`config.mk`:
```
export PLATFORM = sky130hd
export DESIGN_NAME = keyed_snapshot_table_ttl
export DESIGN_NICKNAME = d
export VERILOG_FILES = /design/src/rtl/kst_pkg.sv /design/src/rtl/kst_table.sv /design/src/rtl/keyed_snapshot_table_ttl.sv
export SDC_FILE = /design/constraint.sdc
export NUM_CORES = 1
export LEC_CHECK = 0
export BUFFER_PORTS_ARGS = -buffer_cell sky130_fd_sc_hd__clkbuf_2
export CORE_ASPECT_RATIO = 1.5
export CORE_MARGIN = 2
export CORE_UTILIZATION = 61
export DETAILED_ROUTE_END_ITERATION = 10
export PLACE_DENSITY = 0.78
export RECOVER_POWER = 100
export REMOVE_ABC_BUFFERS = 1
export SLEW_MARGIN = 10
export SYNTH_ARGS = -nofsm -noshare
export SYNTH_HDL_FRONTEND = slang
export SYNTH_SLANG_ARGS = --single-unit
```
`constraint.sdc`:
```
create_clock -name clk -period 11 [get_ports clk]
set_clock_uncertainty 0.1 [all_clocks]
set_input_delay 1.1 -clock clk [delete_from_list [all_inputs] [get_ports clk]]
set_output_delay 1.1 -clock clk [all_outputs]
set_load 0.01 [all_outputs]
```
`src/rtl/kst_pkg.sv`:
```
`timescale 1ns / 1ps
// Shared types and constants for the keyed snapshot table.
// No dependencies; imported by kst_table and keyed_snapshot_table_ttl.
package kst_pkg;

  localparam int unsigned KEY_W    = 32;
  localparam int unsigned VALUE_W  = 8;
  localparam int unsigned TIME_W   = 32;
  localparam int unsigned EXPIRY_W = 16;

  localparam logic [EXPIRY_W-1:0] EXPIRY_RESET = 16'd2000;

  typedef enum logic {
    OP_STORE   = 1'b0,
    OP_CONSUME = 1'b1
  } kst_op_t;

  typedef struct packed {
    kst_op_t              opcode;
    logic [KEY_W-1:0]     key;
    logic [VALUE_W-1:0]   value;
    logic [TIME_W-1:0]    now_ms;
  } kst_req_t;

  typedef struct packed {
    logic                 matched;
    logic [VALUE_W-1:0]   result_value;
  } kst_rsp_t;

endpackage

```
`src/rtl/kst_table.sv`:
```
`timescale 1ns / 1ps
// Fully associative snapshot store: parallel key compare, round-robin
// replacement, consume with expiry check. Depends on kst_pkg.
module kst_table import kst_pkg::*; #(
  parameter int ENTRIES = 8
) (
  input  logic                clk,
  input  logic                rst,
  input  logic                fire,
  input  kst_req_t            req,
  input  logic [EXPIRY_W-1:0] expiry_ms,
  output kst_rsp_t            rsp
);

  localparam int IW = $clog2(ENTRIES);

  logic [KEY_W-1:0]   entry_key   [ENTRIES];
  logic [VALUE_W-1:0] entry_value [ENTRIES];
  logic [TIME_W-1:0]  entry_time  [ENTRIES];
  logic [IW-1:0]      cursor;
  logic [IW-1:0]      cursor_next;

  logic [ENTRIES-1:0] hit;
  logic               any_hit;
  logic               key_live;
  logic [VALUE_W-1:0] got_value;
  logic [TIME_W-1:0]  got_time;
  logic [TIME_W-1:0]  age;
  logic               fresh;

  assign key_live = (req.key != '0);

  always_comb begin
    got_value = '0;
    got_time  = '0;
    for (int i = 0; i < ENTRIES; i++) begin
      hit[i]    = key_live && (entry_key[i] == req.key);
      got_value = got_value | (hit[i] ? entry_value[i] : '0);
      got_time  = got_time  | (hit[i] ? entry_time[i]  : '0);
    end
  end

  assign any_hit = |hit;
  assign age     = req.now_ms - got_time;
  assign fresh   = (age < {{(TIME_W-EXPIRY_W){1'b0}}, expiry_ms});

  always_comb begin
    rsp.matched      = any_hit;
    rsp.result_value = '0;
    if (req.opcode == OP_CONSUME && any_hit && got_value != '0 && fresh) begin
      rsp.result_value = got_value;
    end
  end

  always_comb begin
    if (cursor == IW'(ENTRIES - 1)) begin
      cursor_next = '0;
    end else begin
      cursor_next = cursor + 1'b1;
    end
  end

  always_ff @(posedge clk) begin
    if (rst) begin
      cursor <= '0;
      for (int i = 0; i < ENTRIES; i++) begin
        entry_key[i] <= '0;
      end
    end else if (fire && key_live) begin
      if (req.opcode == OP_STORE) begin
        if (!any_hit) begin
          entry_key[cursor] <= req.key;
          cursor            <= cursor_next;
        end
      end else begin
        for (int i = 0; i < ENTRIES; i++) begin
          if (hit[i]) begin
            entry_key[i] <= '0;
          end
        end
      end
    end
  end

  always_ff @(posedge clk) begin
    if (fire && key_live) begin
      for (int i = 0; i < ENTRIES; i++) begin
        if (req.opcode == OP_STORE) begin
          if (hit[i] || (!any_hit && cursor == IW'(i))) begin
            entry_value[i] <= req.value;
            entry_time[i]  <= req.now_ms;
          end
        end else if (hit[i]) begin
          entry_value[i] <= '0;
          entry_time[i]  <= '0;
        end
      end
    end
  end

`ifndef ASSERT_OFF
  a_hit_unique: assert property (@(posedge clk) disable iff (rst)
    fire |-> $onehot0(hit))
    else $error("more than one entry holds the same key");

  a_zero_key_keeps_cursor: assert property (@(posedge clk) disable iff (rst)
    fire && !key_live |=> $stable(cursor))
    else $error("empty key moved the replacement cursor");

  a_update_keeps_cursor: assert property (@(posedge clk) disable iff (rst)
    fire && req.opcode == OP_STORE && any_hit |=> $stable(cursor))
    else $error("store to a present key moved the replacement cursor");
`endif

endmodule

```
`src/rtl/keyed_snapshot_table_ttl.sv`:
```
`timescale 1ns / 1ps
// Keyed snapshot table with expiry: top level with input stage, table and
// result register. Depends on kst_pkg and kst_table.
//
// Usage:
//   req channel (req_valid, req_stall, req): one beat per store or consume.
//   rsp channel (rsp_valid, rsp_stall, rsp): exactly one beat per req beat,
//     in order: matched, and the live byte for a consume (else zero).
//   cfg channel (cfg_valid, cfg_ready, cfg_data): writes expiry_ms; always
//     ready. Write it only while no request is in flight.
// Pipeline: input stage, then table, then result register holding the rsp
//   beat. Throughput: one beat per cycle while no stall holds the result,
//   set by the parallel compare and update of all ENTRIES registered entries.
// Reset (rst, synchronous): all entries empty, replacement cursor at slot 0,
//   expiry_ms 2000, both pipeline stages empty.
// Stall: while rsp_stall holds a waiting result, the input stage holds one
//   more beat, then req_stall rises; no beat is lost or repeated.
module keyed_snapshot_table_ttl import kst_pkg::*; #(
  parameter int ENTRIES = 8
) (
  input  logic                clk,
  input  logic                rst,
  input  logic                req_valid,
  output logic                req_stall,
  input  kst_req_t            req,
  output logic                rsp_valid,
  input  logic                rsp_stall,
  output kst_rsp_t            rsp,
  input  logic                cfg_valid,
  output logic                cfg_ready,
  input  logic [EXPIRY_W-1:0] cfg_data
);

  logic                s1_valid;
  kst_req_t            s1_req;
  logic                s1_go;
  logic                fire;
  logic [EXPIRY_W-1:0] expiry_ms;
  kst_rsp_t            table_rsp;

  assign s1_go     = !rsp_valid || !rsp_stall;
  assign fire      = s1_valid && s1_go;
  assign req_stall = s1_valid && !s1_go;
  assign cfg_ready = 1'b1;

  always_ff @(posedge clk) begin
    if (rst) begin
      expiry_ms <= EXPIRY_RESET;
    end else if (cfg_valid && cfg_ready) begin
      expiry_ms <= cfg_data;
    end
  end

  always_ff @(posedge clk) begin
    if (rst) begin
      s1_valid <= 1'b0;
    end else if (!req_stall) begin
      s1_valid <= req_valid;
    end
  end

  always_ff @(posedge clk) begin
    if (!req_stall && req_valid) begin
      s1_req <= req;
    end
  end

  kst_table #(
    .ENTRIES (ENTRIES)
  ) u_table (
    .clk       (clk),
    .rst       (rst),
    .fire      (fire),
    .req       (s1_req),
    .expiry_ms (expiry_ms),
    .rsp       (table_rsp)
  );

  always_ff @(posedge clk) begin
    if (rst) begin
      rsp_valid <= 1'b0;
    end else if (s1_go) begin
      rsp_valid <= s1_valid;
    end
  end

  always_ff @(posedge clk) begin
    if (fire) begin
      rsp <= table_rsp;
    end
  end

`ifndef ASSERT_OFF
  a_fire_gives_rsp: assert property (@(posedge clk) disable iff (rst)
    fire |=> rsp_valid)
    else $error("processed beat produced no result");

  a_hold_stage: assert property (@(posedge clk) disable iff (rst)
    s1_valid && !s1_go |=> s1_valid && $stable(s1_req))
    else $error("input stage lost or changed a waiting beat");

  a_zero_key_quiet: assert property (@(posedge clk) disable iff (rst)
    fire && s1_req.key == '0 |=> !rsp.matched && rsp.result_value == '0)
    else $error("empty key reported a match or value");

  a_store_no_value: assert property (@(posedge clk) disable iff (rst)
    fire && s1_req.opcode == OP_STORE |=> rsp.result_value == '0)
    else $error("store returned a nonzero value");
`endif

endmodule
```
### After elaboration in Yosys (flattened, before gate mapping)

Memories as Yosys holds them, arrays and structs flattened.
Cells that the tools add are included.

| storage, ports and cells | value |
|---|---|
| flip-flop bits (word level) | 103 |
| bits in writable memories | 576 |
| bits of input ports | 94 |
| output and inout port bits | 12 |
| memories | 3 |

| operators by class | value |
|---|---|
| $add $sub $neg | 2 |
| $lt $le $gt $ge | 1 |
| eq/ne operators | 15 |
| multiplexer cells | 131 |
| bitwise operators | 40 |
| reduce and logical (&&, ||, !) cells | 43 |

Memory list:

| name | depth | bits a word | rd ports | clocked after memory_dff | wr ports | line | source |
|---|---|---|---|---|---|---|---|
| u_table.entry_key | 8 | 32 | 8 | 0 | 8 | kst_table.sv:17 | `logic [KEY_W-1:0] entry_key [ENTRIES];` |
| u_table.entry_time | 8 | 32 | 8 | 0 | 8 | kst_table.sv:19 | `logic [TIME_W-1:0] entry_time [ENTRIES];` |
| u_table.entry_value | 8 | 8 | 8 | 0 | 8 | kst_table.sv:18 | `logic [VALUE_W-1:0] entry_value [ENTRIES];` |

Operators by type and width:

| cell | number |
|---|---|
| $mux 32 | 25 |
| $eq 32x32->1 | 8 |
| $or 32x32->32 | 7 |
| $mux 8 | 16 |
| $mux 1 | 88 |
| $or 8x8->8 | 7 |
| $lt 32x16->1 | 1 |
| $reduce_bool 32->1 | 1 |
| $reduce_or 32->1 | 1 |
| $sub 32x32->32 | 1 |
| $or 1x1->1 | 24 |
| $logic_and 1x1->1 | 23 |
| $eq 3x3->1 const B | 4 |
| $logic_or 1x1->1 | 9 |
| $reduce_bool 8->1 | 1 |
| $reduce_or 8->1 | 1 |
| $eq 3x2->1 const B | 2 |
| $mux 3 | 2 |
| $logic_not 1->1 | 5 |
| $add 3x1->3 const B | 1 |
| $eq 3x1->1 const B | 1 |
| $logic_not 3->1 | 1 |
| $reduce_and 3->1 | 1 |
| $not 1->1 | 2 |

### Depth between registers and ports, before layout

An unclocked memory read counts as a cell.

| logic depth | value |
|---|---|
| depth in word-level cells | 14 |
| depth in mapped cells | 30 |

### Cells and area by module

From an unflattened synthesis, not the netlist that was laid out.

| unflattened totals | value |
|---|---|
| cells, all modules | 2489 |
| area, all modules | 32346.0 um2 |

By module, submodules not included:

| module | instances | cells an instance | area each (um2) |
|---|---|---|---|
| kst_table | 1 | 2343 | 29194.2 |
| keyed_snapshot_table_ttl | 1 | 146 | 3151.8 |

### Worst setup path after synthesis

Ideal clock, no wire load.

| timing path | value |
|---|---|
| path type | flip-flop to flip-flop |
| start point | register s1_req[64] (netlist name) |
| end point | register rsp[0] (netlist name) (data pin) |
| data arrival time | 5.572 ns |
| required time | 10.724 ns |
| slack | 5.152 ns |
| cell stages (with the launch flop) | 28 |
| clock period less this slack | 5.848 ns |
| path through | edfxtp_1 buf_6 buf_4 xor2_1 nor4_1 nand4_1 nor3_4 buf_6 clkbuf_1 buf_1 a22oi_1 and3_1 ha_1 a21oi_1 nand2_1 a221o_1 a32o_1 nor2_1 xnor2_1 ha_1 nor2b_1 o21ai_0 nand4_1 a211oi_2 nand4_1 nor4_1 nand3_2 nor4_1 |

| between the ends | value |
|---|---|
| word-level cells in the longest chain between the ends | 13 |

RTL lines:

| item | line | source |
|---|---|---|
| from (decl) | keyed_snapshot_table_ttl.sv:35 | `kst_req_t s1_req;` |
| from (signal assigned) | keyed_snapshot_table_ttl.sv:64 | `s1_req <= req;` |
| $eq 32x32->1 or $reduce_bool 32->1 (tied branches) | kst_table.sv:37, kst_table.sv:31 |  |
| $logic_and 1x1->1 | kst_table.sv:37 | `hit[i] = key_live && (entry_key[i] == req.key);` |
| $mux 32 or $mux 8 (tied branches) | kst_table.sv:39, kst_table.sv:38 |  |
| $or 32x32->32 or $or 8x8->8 (tied branches) (7 in a row) | kst_table.sv:39, kst_table.sv:38 |  |
| $sub 32x32->32 or $reduce_bool 8->1 (tied branches) | kst_table.sv:44, kst_table.sv:50 |  |
| $lt 32x16->1 or $logic_and 1x1->1 (tied branches) | kst_table.sv:45, kst_table.sv:50 |  |
| $logic_and 1x1->1 | kst_table.sv:50 | `if (req.opcode == OP_CONSUME && any_hit && got_value != '0 && fresh) begin` |
| to (signal assigned) | keyed_snapshot_table_ttl.sv:89 | `rsp <= table_rsp;` |
| to (decl) | keyed_snapshot_table_ttl.sv:28 | `output kst_rsp_t rsp,` |

Several ways; a longest one is shown, not always the timed one.
A chain may end at the register's enable or synchronous reset.

==> flow_metrics.py <==
metrics = {
    "outcome": {
        "outcome": "finished with violations",
        "violations": "max-capacitance violations, max-slew violations",
    },
    "yosys": {
        "yosys_warnings": 0,
        "netlist_instances": 2457,
        "syn_avg_cell_area_um2": 13.3,
        "ys_seq_area_frac": 0.608,
        "synth_cell_types": 70,
        "ys.flop_type": "edfxtp_1",
        "yosys_register_bits": 679,
        "synth-edff-count": 618,
        "synth_area_um2": 32600,
        "synthArstFlopShare": 0,
    },
    "die": {
        "die_w_um": 193,
        "ioPinCount": 106,
        "fp.coreArea_um2": 52700,
        "start_util": 0.618,
        "die_area_um2": 55300,
        "die_y_um": 287,
        "num_rows": 103,
    },
    "cells_and_area": {
        "n_fill_cell": 3820,
        "final_cell_mix": "edfxtp_1, nor2b_1, xor2_1",
        "num-nets-final": 2647,
        "drive_above_1_share": 0.0919,
        "fin_cells": 3230,
        "multi_input_area_um2": 11500,
        "final_common_cell": "edfxtp_1",
        "area_growth_pct": 8.10,
        "regArea_um2": 19800,
    },
    "sta": {
        "setup-tns-final_ns": 0,
        "setup_viol": 0,
        "fin_crit_ns": 8.96,
        "hold-worst-slack_ns": 0.386,
        "fmax_mhz": 112,
        "hold_viol": 0,
        "setup_ws_ns": 2.04,
        "drv_slew": 1086,
        "slew_headroom": -1.49,
        "finalCritPeriodShare": 0.814,
        "worstMarginPinSlew_ns": 3.73,
        "rsz0062_at_grt": "no",
    },
    "critical_path": {
        "crit_top_cell": "nor4_1",
        "start_kind": "flip-flop",
        "cp_slowest_cell": "clkbuf_1",
        "end_kind": "flip-flop",
        "crit_type": "flip-flop to flip-flop",
        "crit_path_end": "u_table.entry_key[4][23]$_SDFFCE_PN0P_",
        "crit_path_max_incr_delay_ns": 1.53,
        "reg2reg_from": "s1_req[59]$_DFFE_PP_",
        "cp.arrival_ns": 9.03,
        "startpoint": "s1_req[59]$_DFFE_PP_",
        "r2r_cells": 14,
        "r2r_slack_ns": 2.04,
        "cp_cell_sequence": "nor4_1 > nand4_1 > nor2_1 > buf_4 > nor3_1 > buf_4 > nor4_1 > nand2_1 > nor2_1 > nand2_1 > nor4_1 > clkbuf_1 > or3_1 > clkbuf_1",
        "critPathRequiredTime_ns": 11.08,
        "crit_fanout": 54,
        "r2r_end": "u_table.entry_key[4][23]$_SDFFCE_PN0P_",
    },
    "pwr": {
        "ir_worst_vdd_v": 0.000154,
        "p_per_area_nw_per_um2": 162,
        "p_leak_nw": 12.4,
    },
    "routing": {
        "firstDrtPassIters": 6,
        "avgViaCountPerCell": 6.40,
        "ant_nets": 0,
        "drcViolationCount": 0,
        "drtIter0Drc": 1907,
        "postRouteWirelength_mm": 88.9,
        "drt-wirelength-per-cell_um": 27.5,
        "num_vias": 20700,
    },
    "placed_design": {
        "dp.cells": 3114,
        "post-dp-hpwl_mm": 54.2,
        "place_congestion": 0.932,
        "place_ws_ns": 3.22,
        "port-buffer-count": 104,
    },
    "grt": {
        "grt_pass1_wl_mm": 131,
        "grt_max_degree": 55,
        "grt_pass1_vias": 21500,
        "grt-ovfl-total": 0,
        "antenna_found_initial": 0,
        "grt_util_all_layers": 0.326,
    },
    "cts": {
        "root_buffer": "clkbuf_16",
        "clk_latency_ns": 0.61,
        "cts_setup_buffers": 0,
        "postCtsHoldBufs": 0,
        "cts_resized": 0,
        "cts_tree": "built",
        "cts_buffers": 66,
        "cts_max_level": 3,
        "clock-sinks": 679,
        "clk_path_buf_depth": 3,
        "clkSlewWorstSetupHoldPaths_ns": 0.06,
    },
    "hold_path": {
        "hold_path.class": "flip-flop to flip-flop",
    },
    "flow_run": {
        "maxCapViolations": 30,
    },
}
flip-flops by register name, summed over array words and instances, names as in the netlist:
| register | flops |
|---|---|
| u_table.entry_value | 64 |
| rsp | 9 |
| u_table.cursor | 3 |
| u_table.entry_key | 256 |
| u_table.entry_time | 256 |
| s1_valid | 1 |
| s1_req | 73 |
| rsp_valid | 1 |
| expiry_ms | 16 |
routing by layer:
metal  share of wire  wire length [um]  global-route usage  vias to the layer above
met5               0                 0                   0                        -
met4           0.076              6790               0.230                        0
met3           0.076              6780              0.0546                      353
met2            0.51             45200               0.568                     1133
met1            0.34             30100               0.359                    10200
li1                -                 -                   -                     8996
through the flow:
step                instance area, um2  total power [mW]   util
floorplan                        31600              3.25      -
global placement                 33400              3.38  0.633
detailed placement               33400              3.40  0.633
CTS                              35600              5.72  0.675
global route                     35200              5.85  0.668
finish                           35200              5.70  0.668
power breakdown:
| part | total, mW | leakage, nW | switching (mW) | internal [mW] |
|---|---|---|---|---|
| sequential | 3.01 | 6.47 | 0.0984 | 2.91 |
| clock | 2.35 | 1.07 | 0.965 | 1.38 |
| combinational | 0.343 | 4.85 | 0.207 | 0.136 |
synthesized netlist by cell type, types with 16 or more instances:
library cell	instances	area share
edfxtp_1	618	0.57
nor2b_1	274	0.053
xor2_1	259	0.070
and2_1	256	0.049
nor2_1	89	0.010
clkbuf_1	82	0.0095
a22oi_1	67	0.015
dfxtp_1	61	0.038
nor4_1	61	0.012
mux2i_1	53	0.016
ha_1	52	0.020
nor4b_1	50	0.013
a22o_1	36	0.0097
nand2_1	35	0.0040
a21oi_1	34	0.0052
buf_2	34	0.0052
inv_1	34	0.0039
a221oi_1	33	0.0089
and3_1	33	0.0063
nor4_2	26	0.010
buf_6	24	0.0083
o21ai_0	24	0.0037
buf_4	23	0.0053
nand4_1	19	0.0037
a21o_1	16	0.0037
final cells by class:
class / instances / area share
timing repair buffer: 149 / 0.0204
clock buffer: 93 / 0.0525
antenna: 1 / 0.0000711
clock inverter: 22 / 0.00981
multi-input combinational: 1568 / 0.327
sequential: 679 / 0.562
tap: 682 / 0.0242
inverter: 36 / 0.00384
cells by family (layout without fill, tap and decap cells):
family                   after synthesis  in the layout  share of synthesized area
AND/OR/NAND/NOR                      915            915                      0.185
adder cells (fa/ha/maj)               53             53                     0.0206
XOR/XNOR                             274            274                     0.0737
flip-flops                           679            679                      0.608
AO/OA/AOI/OAI                        271            271                     0.0619
multiplexers                          54             54                     0.0166
other                                  1              2                   0.000115
buffers and inverters                210            300                     0.0342
worst min path at each step:
| stage | startpoint | to | slack (ns) | depth (start not counted) |
|---|---|---|---|---|
| after detailed placement | u_table.entry_value[1][3]$_SDFFE_PP0P_ | u_table.entry_value[1][3]$_SDFFE_PP0P_ | 0.38 | 2 |
| after global placement | s1_valid$_SDFFE_PP0N_ | rsp_valid$_SDFFE_PP0N_ | 0.36 | 2 |
| after global routing | expiry_ms[4]$_SDFFE_PP1P_ | expiry_ms[4]$_SDFFE_PP1P_ | 0.43 | 2 |
| final | s1_valid$_SDFFE_PP0N_ | rsp_valid$_SDFFE_PP0N_ | 0.39 | 2 |
| after floorplan | s1_valid$_SDFFE_PP0N_ | rsp_valid$_SDFFE_PP0N_ | 0.34 | 2 |
| after CTS | s1_valid$_SDFFE_PP0N_ | rsp_valid$_SDFFE_PP0N_ | 0.40 | 2 |
worst max-delay path, delay by kind of cell, from the launching register on:
| kind | cells | cell delay [ns] |
|---|---|---|
| flip-flops | 1 | 0.73 |
| buffers and inverters | 4 | 3.76 |
| AND/OR/NAND/NOR | 10 | 3.84 |
Power figures use the tool's default switching activity.
